**config.mk**
```make
export PLATFORM = sky130hd
export DESIGN_NAME = aole_cell
export DESIGN_NICKNAME = d
export VERILOG_FILES = /design/src/rtl/core/aole_pkg.sv /design/src/rtl/core/aole_cell.sv
export SDC_FILE = /design/constraint.sdc
export NUM_CORES = 1
export LEC_CHECK = 0
export ABC_AREA = 0
export BUFFER_PORTS_ARGS = -buffer_cell sky130_fd_sc_hd__buf_2
export CAP_MARGIN = 30
export CORE_MARGIN = 4
export CORE_UTILIZATION = 35
export DETAILED_ROUTE_END_ITERATION = 12
export PLACE_DENSITY = 0.78
export SETUP_SLACK_MARGIN = 0.05
export SYNTH_ARGS = -nofsm -noshare
export SYNTH_HDL_FRONTEND = slang
export SYNTH_SLANG_ARGS = --single-unit
```
**constraint.sdc**
```tcl
create_clock -name clk -period 2.99 [get_ports clk]
set_clock_uncertainty 0.15 [all_clocks]
set_input_delay 0.598 -clock clk [delete_from_list [all_inputs] [get_ports clk]]
set_output_delay 0.598 -clock clk [all_outputs]
set_load 0.005 [all_outputs]
```
**src/rtl/core/aole_pkg.sv**
```systemverilog
// Shared types and constants for the ordered array list engine.
package aole_pkg;

  // Fixed field widths of the command and result transactions
  localparam int POS_W  = 7;
  localparam int VAL_W  = 32;
  localparam int CNT_W  = 7;
  localparam int STAT_W = 2;

  // Command codes
  typedef enum logic [2:0] {
    CMD_INSERT    = 3'd0,
    CMD_DELETE    = 3'd1,
    CMD_READ      = 3'd2,
    CMD_OVERWRITE = 3'd3,
    CMD_SEARCH    = 3'd4,
    CMD_CLEAR     = 3'd5
  } cmd_t;

  // Result status codes
  typedef enum logic [STAT_W-1:0] {
    ST_OK    = 2'd0,
    ST_FULL  = 2'd1,
    ST_RANGE = 2'd2
  } status_t;

  // Broadcast controls from the sequencer to every cell
  typedef struct packed {
    logic ins;   // shift up above position, write word at position
    logic del;   // shift down from position
    logic ovw;   // write word at position
    logic rd;    // drive entry at position onto the read bus
    logic srch;  // compare every live entry against the word
  } cell_ctrl_t;

endpackage

```
**src/rtl/core/aole_cell.sv**
```systemverilog
// One list cell: holds a single entry and trades it with its neighbors.
module aole_cell #(
  parameter int DATA_WIDTH = 32,
  parameter int CNT_W      = 7,
  parameter int INDEX      = 0
) (
  input  logic                              clk,
  input  aole_pkg::cell_ctrl_t              ctrl_i,
  input  logic [aole_pkg::POS_W-1:0]        pos_i,
  input  logic [CNT_W-1:0]                  count_i,
  input  logic [DATA_WIDTH-1:0]             word_i,
  input  logic [DATA_WIDTH-1:0]             left_i,
  input  logic [DATA_WIDTH-1:0]             right_i,
  output logic [DATA_WIDTH-1:0]             data_o,
  output logic                              match_o,
  output logic [DATA_WIDTH-1:0]             rd_data_o
);

  localparam int CW = (CNT_W > aole_pkg::POS_W) ? CNT_W : aole_pkg::POS_W;

  logic [DATA_WIDTH-1:0] entry_r;
  logic [DATA_WIDTH-1:0] entry_nxt;
  logic [CW-1:0]         idx;
  logic [CW-1:0]         pos_x;
  logic                  at_pos;
  logic                  above;
  logic                  live;

  assign idx    = CW'(INDEX);
  assign pos_x  = CW'(pos_i);
  assign at_pos = (idx == pos_x);
  assign above  = (idx > pos_x);
  assign live   = (idx < CW'(count_i));

  // Next entry: shift from a neighbor or take the command word
  always_comb begin
    entry_nxt = entry_r;
    if (ctrl_i.ins && above) begin
      entry_nxt = left_i;
    end else if ((ctrl_i.ins || ctrl_i.ovw) && at_pos) begin
      entry_nxt = word_i;
    end else if (ctrl_i.del && (at_pos || above)) begin
      entry_nxt = right_i;
    end
  end

  always_ff @(posedge clk) begin
    entry_r <= entry_nxt;
  end

  // Local compare and read select; the top ORs these over all cells
  assign data_o    = entry_r;
  assign match_o   = ctrl_i.srch && live && (entry_r == word_i);
  assign rd_data_o = (ctrl_i.rd && at_pos) ? entry_r : '0;

endmodule

```
Yosys cells after proc, flatten, opt, wreduce, memory -nomap -nowiden. Index checks and enable logic that the tools add are counted.

Register bits: 32. Output and inout port bits: 65.

$lt $le $gt $ge: 2. Equality and inequality tests: 1. Multiplexer cells: 4. Reductions and logical operators: 10.

Operators by type and width (count): $mux 32 (4); $eq 32x32->1 (1); $gt 1x7->1 const A (1); $logic_not 7->1 (1); $lt 1x7->1 const A (1); $logic_and 1x1->1 (6); $reduce_bool 3->1 (1); $logic_or 1x1->1 (2).

Logic depth before layout (Yosys ltp). Gate-level depths: netlist of run 1.

Word-level depth: 6. Gate-level depth with buffers: 5. Mapped depth without buffers: 4.

Worst setup path after synthesis of run 1. No wires, ideal clock.

Kind: in2reg. From: input port pos_i[4] (netlist name). To: register entry_r[0], in the netlist data_o[0], enable pin. Library setup time: 0.394 ns. Arrival: 2.520 ns. Path slack: -0.074 ns. Cell stages on the path: 4. Path buffers: 1. Path through: or4_4 nor4_4 clkbuf_1 o31a_1.

Cells in the longest elaborated chain, start to end: 4.

RTL lines: start: declaration (RTL line aole_cell.sv:9) `input logic [aole_pkg::POS_W-1:0] pos_i,`; $gt 1x7->1 / $logic_not 7->1 (equally long branches) (RTL line aole_cell.sv:32, aole_cell.sv:31); $logic_or 1x1->1 (RTL line aole_cell.sv:42) `end else if (ctrl_i.del && (at_pos || above)) begin`; $logic_and 1x1->1 (RTL line aole_cell.sv:42); $reduce_bool 3->1 (no source line) *; end signal: assignment (RTL line aole_cell.sv:48) `entry_r <= entry_nxt;`; end: declaration (RTL line aole_cell.sv:21) `logic [DATA_WIDTH-1:0] entry_r;`.

Mark *: on every way between the ends. The rest lies on a longest branch, timed or not. A chain may end at the register's enable or synchronous reset.

Worst setup path after layout of run 1.
From: input port pos_i[4] (netlist name). To: output port rd_data_o[3].

Cells in the longest elaborated chain, start to end: 3.

RTL lines: $logic_not 7->1 (RTL line aole_cell.sv:31) `assign at_pos = (idx == pos_x);`; $logic_and 1x1->1 (RTL line aole_cell.sv:54) `assign rd_data_o = (ctrl_i.rd && at_pos) ? entry_r : '0;`; $mux 32 (RTL line aole_cell.sv:54); end: declaration (RTL line aole_cell.sv:16) `output logic [DATA_WIDTH-1:0] rd_data_o`.

Every way passes these cells.

==> results list, run 1 <==
* Kind of critical path: in -> out
* Vias in the first global route: 1,929
* Slowest cell on the critical path: or4_4
- The total overflow left after global routing is 0.
* Placed cell count: 372
* Count of cell types in the netlist: 17
- The biggest area contributor in the post-synthesis netlist is edfxtp_1.
- The worst-case IR drop observed on VDD is 0.157 mV.
- CORE AREA: 5680 sq um
* Fin Setup TNS: 0 ns
- Headroom to the max-slew limit came out at 62.8%.
* Buffer type at the clock tree root: clkbuf_8
* Worst hold slack across all endpoints: 0.465 ns
* Final number of hold-violating endpoints: 0
- In the final layout, the share of cells above drive strength 1 is 63.6%.
- Across every metal layer, demand over resource in global routing totals 17.3%.
- Worst-Margin Slew: 0.554 ns
- Measured along the x axis, the die boundary spans 85.6 microns.
* Clock group share of total power: 33.3%
- In this run the static leakage power is 1.64 nW.
- Result of the run: finished clean
* Maximum single-stage delay on the critical path: 0.53 ns
- When the netlist entered floorplanning its net count stood at 272.
- STA classifies the critical path startpoint as an input port.
* Critical Path End Type: output port
- Share of power burned in registers: 52.1%
- In this run the number of H-tree levels came out at 2.
* Drt pass-1 iters: 4
- Area fraction of the dominant cell type after synthesis: 45.6%
- The final layout contains 423 nets.
- Number of DRC markers after the initial detailed-route iteration: 53
- For this design the total switching power over the nets is 0.219 mW.
- The initialized floorplan defines 27 standard-cell rows.
- Across the run, the number of max-cap violations was 0.
* Post-CTS Setup Repair Bufs: 0
* Final non-filler cell total: 380
- Hold buffers post-CTS: 0
* Pwr Total: 0.957 mW
* Cell mode on critical path: buf_2
* Worst setup path start: pos_i[4]
- In this run the vertical extent of the chip is 85.6 microns.
* Die Area: 7330 sq um
- Arrival time of the worst setup path: 1.97 ns
- After detailed routing, the number of vias per cell comes to 5.03.
* Ordered cell list for the critical path: buf_2 > or4_4 > nor4_4 > buf_4 > and3_1 > buf_2
* Post-cts gate resize count: 0
- Number of diodes: 0
- HP Class: in -> reg
- In this run the remaining antenna-violating nets after routing total 0.
- Internal power: 0.738 mW
- At the worst endpoint, the required time is 2.24 ns.
- Count of unresolved DRC violations after routing: 0
- Half-perimeter wire length of the detailed placement result: 5080 microns
- Number of warnings reported in the yosys synthesis log: 0
- Final Setup Violations: 0
- The library cell used most frequently in the layout, excluding fill and tap cells, is buf_2.
- Synthesis inferred 32 register bits.
* Max-slew violations: 0
- Among cell families on the critical path, the largest total delay comes from simple AND/OR/NAND/NOR gates.
- Number of flip-flops in the largest register: 32
- Static timing analysis puts the maximum clock frequency at 0.368 GHz.
- Routed vias: 1,912
* Commonest cells after routing, fill and taps aside: buf_2, and3_1, edfxtp_1, xor2_1, mux2_4
- Setup repair after global routing left no endpoint under its margin.
* Final standard cell area without fillers: 3040 sq um
- In the final routed layout, each cell accounts on average for 17.2 microns.
- # clock sinks: 32
- For the finished layout, the period the worst path requires is 2.72 ns.
* Power density over cell area: 315 nW/um^2
- Buffers added on ports: 148
- Routability-driven placement finished with a final weighted congestion of 0.783.
- After clock tree synthesis, the clock-pin slew on the worst setup and hold paths is 0.07 ns.
- The first global-routing pass estimated 9880 microns of wire.
- The area growth from synthesis to layout is 44.1%.
* Critical path capture point: rd_data_o[3]
* Crit share post-route: 90.9%
- Number of buffers added by the clock tree synthesis step: 5
* TritonCTS clock tree: yes
* Instance area after placement: 2950 sq um
- For this configuration, the core starts out at a cell density of 37.1%.
- Sequential area share after synthesis: 45.6%
- Relative contribution of combinational cells to total power: 14.6%
- In the synthesized netlist, the number of instances is 156.
- After synthesis, the mean cell area works out to 13.5 sq um.
* Switching share of power: 22.9%
* Buffers plus inverters on the worst setup path: 3
* Dominant cells by area after synthesis: edfxtp_1, mux2_4, xor2_1, and3_1, nor4_1
- The number of antenna violations at the first check in global routing is 0.
- The longest clock path from root to sink contains 2 buffers.
- Of all nets on the critical path, the largest fanout is 10.
- Cell area after technology mapping: 2110 sq um
* Total wire length after detailed routing: 6530 microns
* I/O Pins: 181
* WP depth: 6
- Entering global routing, the biggest net connects 33 pins.
-- cells in the mapped netlist --
library cell / n
nand2_1: 1
nand3_1: 1
mux2_4: 30
xnor2_1: 1
o21ai_2: 1
nor4_1: 8
mux2_2: 2
o31a_1: 1
clkbuf_1: 6
nor4_4: 1
buf_6: 3
edfxtp_1: 32
xor2_1: 31
nor3_1: 3
or4_4: 1
nand4_1: 2
and3_1: 32
-- per-layer routing --
layer | up-vias | routed length [microns] | global-route usage [%]
li1 | 891 | - | -
met1 | 933 | 2620 | 20.8
met2 | 84 | 3430 | 30.7
met3 | 4 | 423 | 3.75
met4 | 0 | 63 | 5.61
met5 | - | 0 | 0
-- power groups by stage --
stage	Sequential (mW)	Clock, mW	Combinational (mW)
2_1_floorplan	0.508	0	0.0589
3_3_place_gp	0.508	0	0.134
3_5_place_dp	0.508	0	0.139
4_1_cts	0.498	0.334	0.141
5_1_grt	0.499	0.357	0.152
6_report	0.499	0.319	0.140
-- through the flow --
step | worst slack (ns) | util [%]
finish | 0.272 | 53.5
global placement | 0.244 | 52.0
detailed placement | 0.241 | 52.0
CTS | 0.269 | 53.5
floorplan | 0.284 | -
global route | 0.195 | 53.5
-- worst min-delay path by stage --
stage / cells past startpoint / end / from / slack, ns
final: 2 / data_o[17]$_DFFE_PP_ / right_i[17] / 0.46
after CTS: 2 / data_o[17]$_DFFE_PP_ / right_i[17] / 0.45
after detailed placement: 2 / data_o[16]$_DFFE_PP_ / right_i[16] / 0.75
after floorplan: 1 / data_o[10]$_DFFE_PP_ / right_i[10] / 0.67
after global placement: 2 / data_o[30]$_DFFE_PP_ / right_i[30] / 0.75
after global routing: 2 / data_o[16]$_DFFE_PP_ / right_i[16] / 0.45
-- cells by family after synthesis --
group	after synthesis	share of synthesized area (%)
buffers and inverters	9	2.67
muxes	32	22.4
DFF	32	45.6
and+or+nand+nor	49	15.1
AOI/OAI and AO/OA	2	0.832
xor gates and xnor gates	32	13.3
-- layout make-up --
| class | instances | area [sq um] |
|---|---|---|
| fill | 512 | 2640 |
| multi-input combinational | 115 | 1100 |
| sequential | 32 | 961 |
| timing repair buffer | 153 | 803 |
| tap | 72 | 90.1 |
| clock buffer | 5 | 68.8 |
| clock inverter | 3 | 13.8 |
No activity file was read; power rests on OpenSTA's default activity.
==> run 2, diff against run 1 <==
CTS_BUF_LIST = sky130_fd_sc_hd__clkbuf_16   (was not set)
==> run 2 against run 1 <==
  * Power grew 17%
  * Via count grew 0.10%
  * Combinational power is essentially flat
  * Global-route usage shrank 0.081 points
  * Critical path type unchanged
==> results list, run 2 (synthesis gave the netlist of run 1 again) <==
* Max-slew violations: 0 (unchanged)
- The library cell used most frequently in the layout, excluding fill and tap cells, is buf_2.
- The maximum frequency from static timing analysis is 0.368 GHz (about the same).
- The share of the core filled with cells is 54.5% (+0.99 points).
- Instance area after placement: 2950 sq um (unchanged)
- Final period demand of the worst path: 2.72 ns (+0.000283 ns)
- Post-CTS Setup Repair Bufs: 0 (unchanged)
- Half-perimeter wire length of the detailed placement result: 5080 microns (unchanged)
- The slew at the pin closest to its max-slew limit is 0.566 ns (+0.0128 ns).
* Number of DRC markers after the initial detailed-route iteration: 66 (+25%)
- Drt pass-1 iters: 4 (unchanged)
- Peak supply drop: 0.189 mV (+21%)
* Number of antenna violations at the first check in global routing: 0 (unchanged)
- Kind of launch point of the worst setup path: input port
- By startpoint and endpoint, the worst setup path is classified as in -> out.
* Die Area: 7330 sq um (unchanged)
- Global-route wire length before repair: 9880 microns (unchanged)
* Maximum single-stage delay on the critical path: 0.53 ns (about the same)
- Arrival time of the worst setup path: 1.97 ns (about the same)
- STA classifies the critical path endpoint as an output port.
* Number of maximum-capacitance violations: 0 (unchanged)
- The worst-path maximum fanout came to 10 (unchanged).
- The number of CTS-inserted buffers was 5 (unchanged).
* Number of diodes: 0 (unchanged)
* Share of final-layout standard cells stronger than drive strength 1: 63.6% (unchanged)
* Crit share post-route: 90.9% (about the same)
* Clock Tree Buf Depth: 2 (unchanged)
- Final number of hold-violating endpoints: 0 (unchanged)
* Final standard cell area without fillers: 3090 sq um (+1.9%)
* Buffer type at the clock tree root: clkbuf_16
- Cell mode on critical path: buf_2
- # clock sinks: 32 (unchanged)
- Fin Setup TNS: 0 ns (unchanged)
- CTS HTree Levels: 2 (unchanged)
- Remaining number of nets flagged by the antenna check after routing: 0 (unchanged)
- GRT Residual Overflow: 0 (unchanged)
- The detailed-route DRC error count is 0 (unchanged).
* Crit path required time: 2.24 ns (about the same)
- Commonest cells after routing, fill and taps aside: buf_2, and3_1, edfxtp_1, xor2_1, mux2_4
* Static leakage: 1.67 nW (+1.6%)
- The largest net degree at the start of global routing came to 33 (unchanged).
* Tot GR Track Use: 17.2% (-0.081 points)
* Total wire length after detailed routing: 6500 microns (-0.41%)
- The number of hold buffers added after CTS was 0 (unchanged).
- The slowest stage of the critical path is the or4_4 cell.
* Routed vias: 1,914 (+0.10%)
- Number of flip-flops in the largest register: 32 (unchanged)
* Buffers added on ports: 148 (unchanged)
- TritonCTS built the clock tree.
* Pwr Total: 1.12 mW (+17%)
- Via-to-Cell Ratio: 5.04 (+0.10%)
- Starting density of the core: 37.1% (unchanged)
- The final count of negative-setup-slack endpoints came to 0 (unchanged).
* HP Class: in -> reg
- Die outline height: 85.6 microns (unchanged)
* I/O Pins: 181 (unchanged)
- Post-cts gate resize count: 0 (unchanged)
- The placer congestion estimate is 0.783 (unchanged).
- Register clock-pin slew on the reported worst setup and hold paths: 0.05 ns (-0.02 ns)
- Power density over cell area: 362 nW/um^2 (+15%)
* Signed area change from the synthesized netlist to the final layout: 46.7%
- The average wire per standard cell is 17.1 microns (-0.41%).
- Max-Slew Margin vs Limit: 61.9% (-0.86 points)
- Worst hold slack across all endpoints: 0.474 ns (+0.00961 ns)
* Floorplan die width: 85.6 microns (unchanged)
- The final net count was 423 (unchanged).
* Number of placement rows: 27 (unchanged)
* Buffers plus inverters on the worst setup path: 3 (unchanged)
* RSZ-0062 raised after global routing: false
* Vias in the first global route: 1,928 (-0.052%)
* Result of the run: finished clean
- CORE AREA: 5680 sq um (unchanged)
- Cell family with the largest share of critical-path delay: simple AND/OR/NAND/NOR gates
- Ordered cell list for the critical path: buf_2 > or4_4 > nor4_4 > buf_4 > and3_1 > buf_2
run 2: cell counts in the layout (fill, tap and decap cells not counted):
Identical to the previous run, type by type.
run 2: stage by stage:
step           setup slack, ns  cells
2_1_floorplan            0.284    156
3_3_place_gp             0.244    372
3_5_place_dp             0.241    372
4_1_cts                  0.269    380
5_1_grt                  0.195    380
6_report                 0.272    380
run 2: cell type report:
type | count | area, sq um
Clock buffer | 5 | 125
Clock inverter | 3 | 13.8
Fill cell | 505 | 2580
Multi-Input combinational cell | 115 | 1100
Sequential cell | 32 | 961
Tap cell | 72 | 90.1
Timing Repair Buffer | 153 | 803
run 2: final timing paths:
check | startpoint | to | slack, ns | depth (start not counted)
min | right_i[17] | data_o[17]$_DFFE_PP_ | 0.47 | 2
max | pos_i[4] | rd_data_o[3] | 0.27 | 6
run 2: per-layer routing:
metal,global-route usage [%],share of wire (%),vias up
met5,0,0,-
met4,5.61,1.4,0
met3,3.55,6.3,8
met2,30.4,52,86
met1,20.9,40,928
li1,-,-,892
run 2: power by group:
part	switching (mW)	total [mW]	internal, mW
combinational	0.0560	0.140	0.0839
clock	0.177	0.479	0.302
sequential	0.00212	0.499	0.497
==> run 3, diff against run 2 <==
CORE_MARGIN = 2   (was 4)
REMOVE_ABC_BUFFERS = 1   (was not set)
==> run 3 against run 2 <==
  * Sequential power is essentially flat
  * Wire length fell by 13%
  * Cell count increased by 0.53%
  * Global-route usage fell by 1.1 points
  * Worst setup slack better by 0.013 ns
  * Hold slack improved by 0.0012 ns
  * Sequential share of layout area fell by 0.19 points
  * Highest routed layer unchanged
  * Flip-flop and latch count is the same
  * Critical endpoint is now rd_data_o[5]
  * Count of clock-buffer cells in the layout stayed put
  * Via count fell by 4.1%
  * Largest power group unchanged
==> results list, run 3 (synthesis gave the netlist of run 1 again) <==
- The number of CTS-inserted buffers is 5 (unchanged).
- The placer congestion estimate was 0.794 (+1.4%).
- The first-pass GRT wire length is 7910 microns (-20%).
- Remaining number of nets flagged by the antenna check after routing: 0 (unchanged)
* Peak supply drop: 0.182 mV (-3.8%)
- Detailed-route wire length per cell: 14.8 microns (-14%)
* Placed cell count: 374 (+0.54%)
- The startpoint identified for the worst hold timing path is right_i[6].
- STA classifies the critical path startpoint as an input port.
* Final standard cell area without fillers: 3110 sq um (+0.61%)
* Largest net degree at the start of global routing: 35 (+6.1%)
- Result of the run: finished clean
- The detailed-route DRC error count is 0 (unchanged).
- The post-detailed-routing wire length was 5650 microns (-13%).
* Commonest cells after routing, fill and taps aside: buf_2, and3_1, edfxtp_1, xor2_1, mux2_4
* GRT Residual Overflow: 0 (unchanged)
- Crit path required time: 2.24 ns (about the same)
- Final period demand of the worst path: 2.71 ns (-0.0129 ns)
- Most frequent standard cell in the layout excluding fill and tap cells: buf_2
* Signed area change from the synthesized netlist to the final layout: 47.6%
- Share of power burned in registers: 45.3% (+0.6 points)
- Die Area: 6660 sq um (-9.1%)
- HP Class: in -> reg
- The placeable core area is 5890 sq um (+3.7%).
- Die outline height: 81.6 microns (-4.7%)
* Minimum setup slack in the final design: 0.285 ns (+0.0129 ns)
- Tot GR Track Use: 16.1% (-1.1 points)
* I/O Pins: 181 (unchanged)
* Vias in the first global route: 1,634 (-15%)
- Max-Slew Margin vs Limit: 65.4% (+3.5 points)
- Worst slack after detailed placement: 0.186 ns (-0.0553 ns)
* Share of final-layout standard cells stronger than drive strength 1: 62.9% (-0.77 points)
- The width of the die is 81.6 microns (-4.7%).
- The net load switching power came to 0.224 mW (-4.7%).
- The number of cells on the worst hold path is 2 (unchanged).
- Post-cts gate resize count: 0 (unchanged)
* Buffers added on ports: 148 (unchanged)
- The number of sinks handled by clock tree synthesis came to 32 (unchanged).
- The number of iterations in the first detailed-routing pass came to 4 (unchanged).
- The number of vias in the routed layout is 1,836 (-4.1%).
- The detailed-route vias per instance was 4.81 (-4.6%).
- The cell internal power dissipation is 0.880 mW (-0.30%).
* Final Setup Violations: 0 (unchanged)
- The critical path arrival is 1.96 ns (about the same).
* Hold endpoint: data_o[6]$_DFFE_PP_
* Number of antenna violations at the first check in global routing: 0 (unchanged)
* Number of diodes: 0 (unchanged)
* Nets: 422 (-0.24%)
- The max-slew violation count was 0 (unchanged).
- The maximum frequency from static timing analysis was 0.370 GHz (+0.48%).
* Cell mode on critical path: buf_2
- The number of flip-flops in the largest register is 32 (unchanged).
- The part of the total power dissipated in the clock network is 42.4% (-0.4 points).
* Worst-Margin Slew: 0.518 ns (-0.0486 ns)
- Static leakage: 1.68 nW (+0.62%)
- Hold buffers post-CTS: 0 (unchanged)
- For this design, the slowest cell found on the critical path is or4_4.
- The share of the clock period used by the worst path after layout was 90.5% (-0.43 points).
- Walking the worst path, the cells encountered are buf_2 > or4_4 > nor4_4 > buf_12 > and3_1 > buf_2.
- The number of max-cap violations came to 0 (unchanged).
- CTS HTree Levels: 2 (unchanged)
- Final non-filler cell total: 382 (+0.53%)
- The placed cell area came to 2970 sq um (+0.72%).
- The hold violation total from the final report is 0 (unchanged).
- Number of DRC markers after the initial detailed-route iteration: 62 (-6.1%)
* RSZ-0062 raised after global routing: false
* Power density over cell area: 355 nW/um^2 (-1.8%)
- The post-CTS setup buffer count was 0 (unchanged).
- Maximum single-stage delay on the critical path: 0.54 ns (about the same)
* Critical Path End Type: output port
- Number of placement rows: 28 (+3.7%)
- In this run the clock root is driven by a clkbuf_16.
- CP max FO: 34 (+24)
- The critical path in this run is classified as in -> out.
* Register clock-pin slew on the reported worst setup and hold paths: 0.05 ns (about the same)
- The effective utilization at floorplan is 35.8% (-1.3 points).
* TritonCTS clock tree: yes
- Clock Tree Buf Depth: 2 (unchanged)
- Relative contribution of combinational cells to total power: 12.4% (about the same)
- The fraction of power spent switching nets was 20.3% (-0.74 points).
==> run 3: changes by cell type in the layout (fill, tap and decap cells not counted) <==
cell and change:
buf_4 -3, buf_12 +2, clkinv_2 -2, inv_1 +2
==> run 3: through the flow <==
step / setup TNS (ns) / power, mW / hold WS [ns] / util [%]
3_5_place_dp: 0 / 0.646 / 0.752 / 50.5
5_1_grt: 0 / 1.16 / 0.469 / 52.8
6_report: 0 / 1.10 / 0.475 / 52.8
3_3_place_gp: 0 / 0.642 / 0.749 / 50.5
4_1_cts: 0 / 1.12 / 0.469 / 52.8
2_1_floorplan: -21.29 / 0.564 / 0.666 / -
==> run 3: critical path, delay by kind of cell <==
kind                   cells  cell delay (ns)
buffers and inverters      3             0.43
AND/OR/NAND/NOR            3             0.91
==> run 3: power by group through the flow <==
stage,sequential (mW),combinational [mW],clock (mW)
floorplan,0.508,0.0554,0
global placement,0.508,0.134,0
detailed placement,0.508,0.138,0
CTS,0.500,0.138,0.483
global route,0.499,0.151,0.505
finish,0.500,0.137,0.468
==> run 3: worst max path at each step <==
stage,from,to,cells after the start
after detailed placement,pos_i[4],data_o[1]$_DFFE_PP_,7
after global routing,pos_i[4],rd_data_o[10],6
after floorplan,pos_i[4],data_o[10]$_DFFE_PP_,4
after CTS,pos_i[4],rd_data_o[16],6
after global placement,pos_i[4],data_o[1]$_DFFE_PP_,7
final,pos_i[4],rd_data_o[5],6
==> run 3: cell type report <==
type | instances | area [sq um]
fill | 512 | 2780
sequential | 32 | 961
timing repair buffer | 152 | 821
multi-input combinational | 115 | 1100
clock inverter | 3 | 11.3
tap | 75 | 93.8
clock buffer | 5 | 125
==> run 3: per-layer routing <==
| layer | up-vias | wire length, microns | global-route usage (%) |
|---|---|---|---|
| met4 | 0 | 50 | 5.17 |
| li1 | 891 | - | - |
| met5 | - | 0 | 0 |
| met1 | 849 | 2370 | 19.5 |
| met2 | 92 | 2740 | 28.3 |
| met3 | 4 | 484 | 3.63 |
